**src/hw/rtl/frame_rate_meter_smoothed_top_assert.svh**
```systemverilog
// Assertion macros for the frame rate meter.
`ifndef FRAME_RATE_METER_SMOOTHED_TOP_ASSERT_SVH
`define FRAME_RATE_METER_SMOOTHED_TOP_ASSERT_SVH

// antecedent holds -> consequent in the same cycle
`define FRMS_ASSERT_NOW(label, clk, rst_n, ante, cons) \
	label: assert property (@(posedge clk) disable iff (!(rst_n)) (ante) |-> (cons)) \
		else $error("frame rate meter assertion failed");

// antecedent holds -> consequent in the next cycle
`define FRMS_ASSERT_NEXT(label, clk, rst_n, ante, cons) \
	label: assert property (@(posedge clk) disable iff (!(rst_n)) (ante) |=> (cons)) \
		else $error("frame rate meter assertion failed");

`endif

```
**src/hw/rtl/frms_pkg.sv**
```systemverilog
// Shared constants for the frame rate meter.
`default_nettype none

package frms_pkg;

	// window length, a power of two so the average is a shift
	localparam int WINDOW_LEN = 64;
	localparam int WIN_AW     = $clog2(WINDOW_LEN);

	localparam int TS_W       = 32;
	localparam int INTERVAL_W = 16;
	localparam int SUM_W      = INTERVAL_W + WIN_AW;
	localparam int RATE_W     = 10;
	localparam int TPS_W      = 16;
	localparam int COUNT_W    = 8;
	localparam int DIV_CNT_W  = $clog2(TPS_W);

	localparam int S_DATA_W   = 32;
	localparam int M_DATA_W   = 16;
	localparam int CFG_IDX_W  = 1;
	localparam int CFG_DATA_W = 16;

	localparam logic [CFG_IDX_W-1:0] REG_RATE_CAP = 1'b0;
	localparam logic [CFG_IDX_W-1:0] REG_TPS      = 1'b1;

	localparam logic [RATE_W-1:0]  RATE_RESET = 10'd60;
	localparam logic [TPS_W-1:0]   TPS_RESET  = 16'd1000;
	localparam logic [COUNT_W-1:0] COUNT_MAX  = 8'd255;

endpackage

`default_nettype wire

```
**src/hw/rtl/frame_rate_meter_smoothed_top.sv**
```systemverilog
// Top level of the smoothed frame rate meter.
`default_nettype none

`include "frame_rate_meter_smoothed_top_assert.svh"

// Frame rate meter: each input transfer carries a frame timestamp; the block
// saturates the interval since the previous frame to 16 bits, keeps a 64-entry
// moving window of intervals in RAM with a running sum, divides
// ticks_per_second by the window average and steps the shown rate toward that
// raw rate with hysteresis, capped by rate_cap. Every input gives exactly one
// output transfer. The block takes one frame at a time: a frame passes through
// the window RAM read, the sum update, 16 steps of the restoring divider, the
// hysteresis update and the output load, which waits while an earlier result
// is still held. When the average is zero no division or hysteresis update
// runs. The output register lets a new frame start while a
// result still waits. After reset the window reads as all zero through
// per-entry valid bits; no clearing pass is needed.
module frame_rate_meter_smoothed_top (
	input  wire logic                               clk,
	input  wire logic                               arst_n,
	input  wire logic                               s_tvalid,
	output logic                                    s_tready,
	input  wire logic [frms_pkg::S_DATA_W-1:0]      s_tdata,   // [31:0] timestamp
	output logic                                    m_tvalid,
	input  wire logic                               m_tready,
	output logic      [frms_pkg::M_DATA_W-1:0]      m_tdata,   // [9:0] shown_rate, zero pad
	input  wire logic                               cfg_we,
	input  wire logic [frms_pkg::CFG_IDX_W-1:0]     cfg_index,
	input  wire logic [frms_pkg::CFG_DATA_W-1:0]    cfg_wdata
);

	localparam logic [2:0] ST_IDLE   = 3'd0;
	localparam logic [2:0] ST_RD     = 3'd1;
	localparam logic [2:0] ST_DIV    = 3'd2;
	localparam logic [2:0] ST_FOLLOW = 3'd3;
	localparam logic [2:0] ST_OUT    = 3'd4;

	localparam int IW  = frms_pkg::INTERVAL_W;
	localparam int SW  = frms_pkg::SUM_W;
	localparam int AW  = frms_pkg::WIN_AW;
	localparam int RW  = frms_pkg::RATE_W;
	localparam int TW  = frms_pkg::TPS_W;
	localparam int CW  = frms_pkg::COUNT_W;
	localparam int DCW = frms_pkg::DIV_CNT_W;

	localparam logic [AW-1:0]  HEAD_LAST = AW'(frms_pkg::WINDOW_LEN - 1);
	localparam logic [DCW-1:0] DIV_LAST  = DCW'(TW - 1);

	logic [2:0]                    state_q;
	logic [RW-1:0]                 rate_cap_q;
	logic [TW-1:0]                 tps_q;
	logic [frms_pkg::TS_W-1:0]     prev_time_q;
	logic [AW-1:0]                 head_q;
	logic [frms_pkg::WINDOW_LEN-1:0] valid_q;
	logic [SW-1:0]                 sum_q;
	logic [IW-1:0]                 delta_q;
	logic [RW-1:0]                 disp_q;
	logic [RW-1:0]                 stable_q;
	logic [CW-1:0]                 diff_q;
	logic [TW-1:0]                 rem_q;
	logic [TW-1:0]                 den_q;
	logic [TW-1:0]                 quo_q;
	logic [DCW-1:0]                div_cnt_q;
	logic                          m_tvalid_q;
	logic [RW-1:0]                 m_rate_q;

	logic                          accept;
	logic [frms_pkg::TS_W-1:0]     time_diff;
	logic [IW-1:0]                 delta_sat;
	logic [IW-1:0]                 ram_rdata;
	logic [IW-1:0]                 old_entry;
	logic [SW-1:0]                 sum_next;
	logic [TW-1:0]                 avg_next;
	logic                          ram_we;
	logic [TW:0]                   trial;
	logic                          trial_ge;

	logic                          rate_eq;
	logic                          reseat;
	logic [RW-1:0]                 stable_eff;
	logic [CW-1:0]                 count_eff;
	logic [CW-1:0]                 count_next;
	logic [RW:0]                   stepped;
	logic [RW-1:0]                 disp_next;

	assign accept   = s_tvalid && s_tready;
	assign s_tready = (state_q == ST_IDLE);
	assign m_tvalid = m_tvalid_q;
	assign m_tdata  = {{(frms_pkg::M_DATA_W - RW){1'b0}}, m_rate_q};

	assign time_diff = s_tdata - prev_time_q;
	assign delta_sat = (|time_diff[frms_pkg::TS_W-1:IW]) ? {IW{1'b1}} : time_diff[IW-1:0];

	assign ram_we    = (state_q == ST_RD);
	assign old_entry = valid_q[head_q] ? ram_rdata : '0;
	assign sum_next  = sum_q - SW'(old_entry) + SW'(delta_q);
	assign avg_next  = sum_next[SW-1:AW];

	assign trial    = {rem_q, quo_q[TW-1]};
	assign trial_ge = (trial >= {1'b0, den_q});

	always_comb begin
		rate_eq    = ({{(TW - RW){1'b0}}, disp_q} == quo_q);
		reseat     = (stable_q != disp_q);
		stable_eff = reseat ? disp_q : stable_q;
		count_eff  = reseat ? '0 : diff_q;
		if (({{(TW - RW){1'b0}}, stable_eff} != quo_q) && (count_eff != frms_pkg::COUNT_MAX)) begin
			count_next = count_eff + CW'(1);
		end else begin
			count_next = count_eff;
		end
		if ({{(TW - RW){1'b0}}, disp_q} > quo_q) begin
			stepped = {1'b0, disp_q} - (RW+1)'(1);
		end else begin
			stepped = {1'b0, disp_q} + (RW+1)'(1);
		end
		disp_next = (stepped > {1'b0, rate_cap_q}) ? rate_cap_q : stepped[RW-1:0];
	end

	frms_ram #(
		.WIDTH(IW),
		.DEPTH(frms_pkg::WINDOW_LEN)
	) u_window (
		.clk   (clk),
		.we    (ram_we),
		.waddr (head_q),
		.wdata (delta_q),
		.raddr (head_q),
		.rdata (ram_rdata)
	);

	always_ff @(posedge clk or negedge arst_n) begin
		if (!arst_n) begin
			rate_cap_q <= frms_pkg::RATE_RESET;
			tps_q      <= frms_pkg::TPS_RESET;
		end else if (cfg_we) begin
			unique case (cfg_index)
				frms_pkg::REG_RATE_CAP: rate_cap_q <= cfg_wdata[RW-1:0];
				frms_pkg::REG_TPS:      tps_q      <= cfg_wdata[TW-1:0];
				default: ;
			endcase
		end
	end

	always_ff @(posedge clk or negedge arst_n) begin
		if (!arst_n) begin
			state_q     <= ST_IDLE;
			prev_time_q <= '0;
			head_q      <= '0;
			valid_q     <= '0;
			sum_q       <= '0;
			disp_q      <= frms_pkg::RATE_RESET;
			stable_q    <= frms_pkg::RATE_RESET;
			diff_q      <= '0;
			div_cnt_q   <= '0;
			m_tvalid_q  <= 1'b0;
		end else begin
			if ((state_q == ST_OUT) && (!m_tvalid_q || m_tready)) begin
				m_tvalid_q <= 1'b1;
			end else if (m_tready) begin
				m_tvalid_q <= 1'b0;
			end
			unique case (state_q)
				ST_IDLE: begin
					if (accept) begin
						prev_time_q <= s_tdata;
						state_q     <= ST_RD;
					end
				end
				ST_RD: begin
					sum_q           <= sum_next;
					valid_q[head_q] <= 1'b1;
					head_q          <= (head_q == HEAD_LAST) ? '0 : head_q + AW'(1);
					div_cnt_q       <= '0;
					state_q         <= (avg_next == '0) ? ST_OUT : ST_DIV;
				end
				ST_DIV: begin
					div_cnt_q <= div_cnt_q + DCW'(1);
					if (div_cnt_q == DIV_LAST) begin
						state_q <= ST_FOLLOW;
					end
				end
				ST_FOLLOW: begin
					if (!rate_eq) begin
						stable_q <= stable_eff;
						diff_q   <= count_next;
						if (count_next > CW'(1)) begin
							disp_q <= disp_next;
						end
					end
					state_q <= ST_OUT;
				end
				ST_OUT: begin
					if (!m_tvalid_q || m_tready) begin
						state_q <= ST_IDLE;
					end
				end
				default: state_q <= ST_IDLE;
			endcase
		end
	end

	always_ff @(posedge clk) begin
		if (accept) begin
			delta_q <= delta_sat;
		end
		if (state_q == ST_RD) begin
			rem_q <= '0;
			den_q <= avg_next;
			quo_q <= tps_q;
		end else if (state_q == ST_DIV) begin
			rem_q <= trial_ge ? TW'(trial - {1'b0, den_q}) : trial[TW-1:0];
			quo_q <= {quo_q[TW-2:0], trial_ge};
		end
		if ((state_q == ST_OUT) && (!m_tvalid_q || m_tready)) begin
			m_rate_q <= disp_q;
		end
	end

	`FRMS_ASSERT_NEXT(a_busy_after_accept, clk, arst_n, accept, !s_tready)
	`FRMS_ASSERT_NEXT(a_div_to_follow, clk, arst_n,
		(state_q == ST_DIV) && (div_cnt_q == DIV_LAST), state_q == ST_FOLLOW)
	`FRMS_ASSERT_NEXT(a_step_capped, clk, arst_n,
		(state_q == ST_FOLLOW) && !rate_eq && (count_next > CW'(1)) && !cfg_we,
		disp_q <= rate_cap_q)
	`FRMS_ASSERT_NOW(a_out_load_free, clk, arst_n,
		(state_q == ST_OUT) && m_tvalid_q && !m_tready, !s_tready)

endmodule

`default_nettype wire

```
**src/hw/rtl/frms_ram.sv**
```systemverilog
// Generic single-port-write, single-port-read RAM with registered read data.
`default_nettype none

module frms_ram #(
	parameter int WIDTH = 16,
	parameter int DEPTH = 64
) (
	input  wire logic                     clk,
	input  wire logic                     we,
	input  wire logic [$clog2(DEPTH)-1:0] waddr,
	input  wire logic [WIDTH-1:0]         wdata,
	input  wire logic [$clog2(DEPTH)-1:0] raddr,
	output logic      [WIDTH-1:0]         rdata
);

	logic [WIDTH-1:0] mem [DEPTH];

	always_ff @(posedge clk) begin
		if (we) begin
			mem[waddr] <= wdata;
		end
		rdata <= mem[raddr];
	end

endmodule

`default_nettype wire

```
**config.mk**
```make
export PLATFORM = sky130hd
export DESIGN_NAME = frame_rate_meter_smoothed_top
export DESIGN_NICKNAME = d
export VERILOG_FILES = /design/src/hw/rtl/frms_pkg.sv /design/src/hw/rtl/frame_rate_meter_smoothed_top.sv /design/src/hw/rtl/frms_ram.sv
export VERILOG_INCLUDE_DIRS = /design/src /design/src/hw/rtl
export SDC_FILE = /design/constraint.sdc
export NUM_CORES = 2
export LEC_CHECK = 0
export BUFFER_PORTS_ARGS = -buffer_cell sky130_fd_sc_hd__buf_2
export CAP_MARGIN = 10
export CELL_PAD_IN_SITES_DETAIL_PLACEMENT = 1
export CELL_PAD_IN_SITES_GLOBAL_PLACEMENT = 2
export CORE_MARGIN = 1
export CORE_UTILIZATION = 34
export DETAILED_ROUTE_END_ITERATION = 10
export GPL_TIMING_DRIVEN = 0
export PLACE_DENSITY_LB_ADDON = 0.1
export SLEW_MARGIN = 5
export SYNTH_ARGS = -nofsm -noshare
export SYNTH_HDL_FRONTEND = slang
export SYNTH_HIERARCHICAL = 1
export SYNTH_SLANG_ARGS = --single-unit
```
**constraint.sdc**
```tcl
create_clock -name clk -period 7.8 [get_ports clk]
set_input_delay 0.39 -clock clk [delete_from_list [all_inputs] [get_ports clk]]
set_output_delay 0.39 -clock clk [all_outputs]
set_load 0.02 [all_outputs]
```
==> results.md <==
- Final Hold Fails: 0
- Clock sinks: 1300
- CP bufs+invs: 7
- Type of origin of the critical path: register
- Met3 Use GR: 0.0275
- Status: finished, final reports clean
- CP cell instances: buf_2, buf_2, clkbuf_2, clkbuf_2, a21oi_1, a211oi_1, o21ai_0, nor3_1, buf_4, clkbuf_1, nor2b_1, fa_1, inv_1, ha_1, a21oi_1, o22ai_1, o41ai_1, nor2_1, a211oi_1, nand4_1, a2111oi_0, nor2b_1, a31oi_1
- Clock root buffer: clkbuf_16
- Initial DRC Count: 2553
- Req. time, crit path: 8.41 ns
- Die Y: 409 um
- Vias per inst: 5.24
- Most common cell after layout, fill and taps aside: edfxtp_1
- Area growth syn-to-layout: 19.4%
- Skew final: 0.0270 ns
- Critical Path Fanout Max: 10
- Share of the synthesized area in the top cell type: 0.577
- Core Box Area: 165000 um^2
- DRC: 0
- Vias in the first global route: 34700
- Total Routing Usage GR: 0.204
- Post-CTS Setup Repair Bufs: 0
- Drt pass-1 iters: 5
- Largest cells by area after synthesis: edfxtp_1 58%, mux4_2 9.0%, dfrtp_1 7.5%, ha_1 2.2%, mux2i_1 1.9%
- Layout cells sized above 1: 0.220
- Final Core Density: 0.408
- Clk buf depth: 3
- Routed length per instance: 27.0 um
- Setup TNS: 0 ns
- Largest area contributor in the netlist: edfxtp_1
- CTS Buf Count: 151
- M2 GR Usage: 0.321
- First-pass GRT wire length: 248 mm
- Crit end category: register
- Arrival @ worst endpoint: 7.90 ns
- Clk slew on worst S/H paths: 0.05 ns
- Mapped Cells: 3559
- Die area: 167000 um^2
- Register area share after synthesis: 0.671
- Worst-Skew Late Latency: 0.79 ns
- WL final: 169 mm
- DIE WIDTH: 409 um
- VDD IR max: 242 uV
- Leak Pwr: 23.4 nW
- CP max-delay cell: dfrtp_1
- Max Slew Vio Count: 0
- Fraction of registers with async set/reset: 0.143
- Count of final setup violators: 0
- Row cnt: 149
- Critical path class: register to register
- Busiest grt layer: met2
- Synth Flop Type: edfxtp_1
- #FFs+latches synth: 1300
- Antenna diode count: 0
- Worst Slack Setup Final: 0.508 ns
- Fmax: 137 MHz
- Worst path max stage delay: 0.72 ns
- Crit path time final: 7.29 ns
- Synth warnings: 6
- Grt total ovfl: 0
- CP top delay family: compound AO/OA/AOI/OAI gates
- CTS tree: built
- Starting Density: 0.342
- Number of enable flip-flop cells after synthesis: 1082
- I/O pins: 72
- Post-route ant nets: 0
- Via count: 32800
- Worst Tran Pin Value: 1.42 ns
- Initial antenna violation count: 3
- Gpl congestion: 0.823
- Max_slew headroom: 0.0513
- Crit share post-route: 0.935
- Fin nets: 4121
- Max-cap viol count: 0
- PortBufs: 65
- H-tree Lvls: 4
- Largest net degree at the start of global routing: 96
- Most frequent cells in the layout: 1082 x edfxtp_1, 262 x nand2_1, 226 x mux4_2, 168 x dfrtp_1, 155 x clkbuf_16
- Avg Cell Area, Syn: 15.8 um^2
- Detail Placement HPWL: 122 mm
- RSZ-0062 raised after global routing: false
- Worst slack at placement: -0.125 ns
- Mapped Area: 56300 um^2
- Post-synth cell types: 96
- Worst min-delay path category: primary input to asynchronous set/reset pin
- PD cells: 381 nW/um^2
- Grt met1 use: 0.297
==> path summary, 6_finish.rpt <==
| check | startpoint | depth (start not counted) | endpoint | slack [ns] |
|---|---|---|---|---|
| setup / recovery | head_q[1] | 23 | state_q[1] | 0.51 |
| hold / removal | arst_n | 3 | diff_q[0] | 0.24 |
| setup reg to reg | head_q[1] | 23 | state_q[1] | 0.51 |
| hold reg to reg | valid_q[61] | 1 | valid_q[61] | 0.45 |
| max in group asynchronous | arst_n | 4 | prev_time_q[20] | 6.59 |
| min in group clk | cfg_index | 5 | rate_cap_q[2] | 0.27 |
==> layer usage <==
| metal | up-vias | wire length [um] | share of wire |
|---|---|---|---|
| met1 | 17300 | 79700 | 0.47 |
| met3 | 184 | 7560 | 0.045 |
| met5 | - | 13 | 0.000077 |
| met2 | 652 | 78400 | 0.46 |
| li1 | 14600 | - | - |
| met4 | 2 | 3430 | 0.020 |
==> cells in the mapped netlist, types with 20 or more instances <==
cell type  number
edfxtp_1     1082
nand2_1       262
mux4_2        226
dfrtp_1       168
nor2_1        154
inv_1         153
o21ai_0       148
mux2i_1       106
ha_1          101
a21oi_1        93
clkbuf_1       76
a21o_1         68
mux2_2         60
nor2b_1        58
nand3_1        53
a22oi_1        46
nand4_1        44
buf_2          42
xnor2_1        36
xor2_1         36
nor3_1         35
dfxtp_1        32
o21bai_1       32
a211oi_1       27
nand2b_1       23
buf_4          22
buf_6          20
==> timing repair <==
item	CTS	global route
endpoints found under the setup margin	2	4
endpoints found under the hold margin	146	0
cloned	0	0
gates resized for setup	2	10
hold buffers	52	0
==> stage by stage <==
| stage | cell area [um^2] | hold WS (ns) | power [mW] | std cells |
|---|---|---|---|---|
| 2_1_floorplan | 56300 | 0.0944 | 15.3 | 3564 |
| 5_1_grt | 67200 | 0.230 | 27.0 | 6260 |
| 3_3_place_gp | 59400 | 0.435 | 18.8 | 5818 |
| 3_5_place_dp | 61900 | 0.200 | 18.9 | 5930 |
| 6_report | 67200 | 0.241 | 25.6 | 6260 |
| 4_1_cts | 67200 | 0.201 | 25.9 | 6259 |
==> power breakdown <==
group	internal (mW)	switching (mW)
logic	3.84	6.43
registers	8.10	0.337
clock network	3.94	2.93
==> flip-flops by register name, indices dropped and copies added, names as in the netlist, 16 cells and up <==
signal	count
u_window/mem	1024
valid_q	64
prev_time_q	32
sum_q	22
delta_q	16
den_q	16
quo_q	16
rem_q	16
tps_q	16
u_window/rdata	16
==> cell families (layout without fill, tap and decap cells) <==
logic type | Yosys count | after routing | synth area share
AND/OR/NAND/NOR | 732 | 732 | 0.0627
other | 1 | 6 | 0.0000666
buffers and inverters | 333 | 840 | 0.0294
flip-flops | 1300 | 1300 | 0.671
AO/OA/AOI/OAI | 605 | 605 | 0.0731
adder cells (fa/ha/maj) | 120 | 120 | 0.0292
multiplexers | 396 | 396 | 0.123
XOR/XNOR | 72 | 72 | 0.0112
==> tightest hold or removal path, stage by stage <==
cell	delay (ns)
dlygate4sd3_1	0.57
buf_8	0.12
buf_16	0.35
==> final cells by class <==
type,instances,area (um^2)
Multi-Input combinational cell,1931,17100
Inverter,154,578
Sequential cell,1300,37800
Buffer,179,1090
Fill cell,16300,97400
Clock inverter,84,726
Clock buffer,193,4060
Timing Repair Buffer,230,3120
Tap cell,2189,2740
Power figures use the tool's default switching activity.
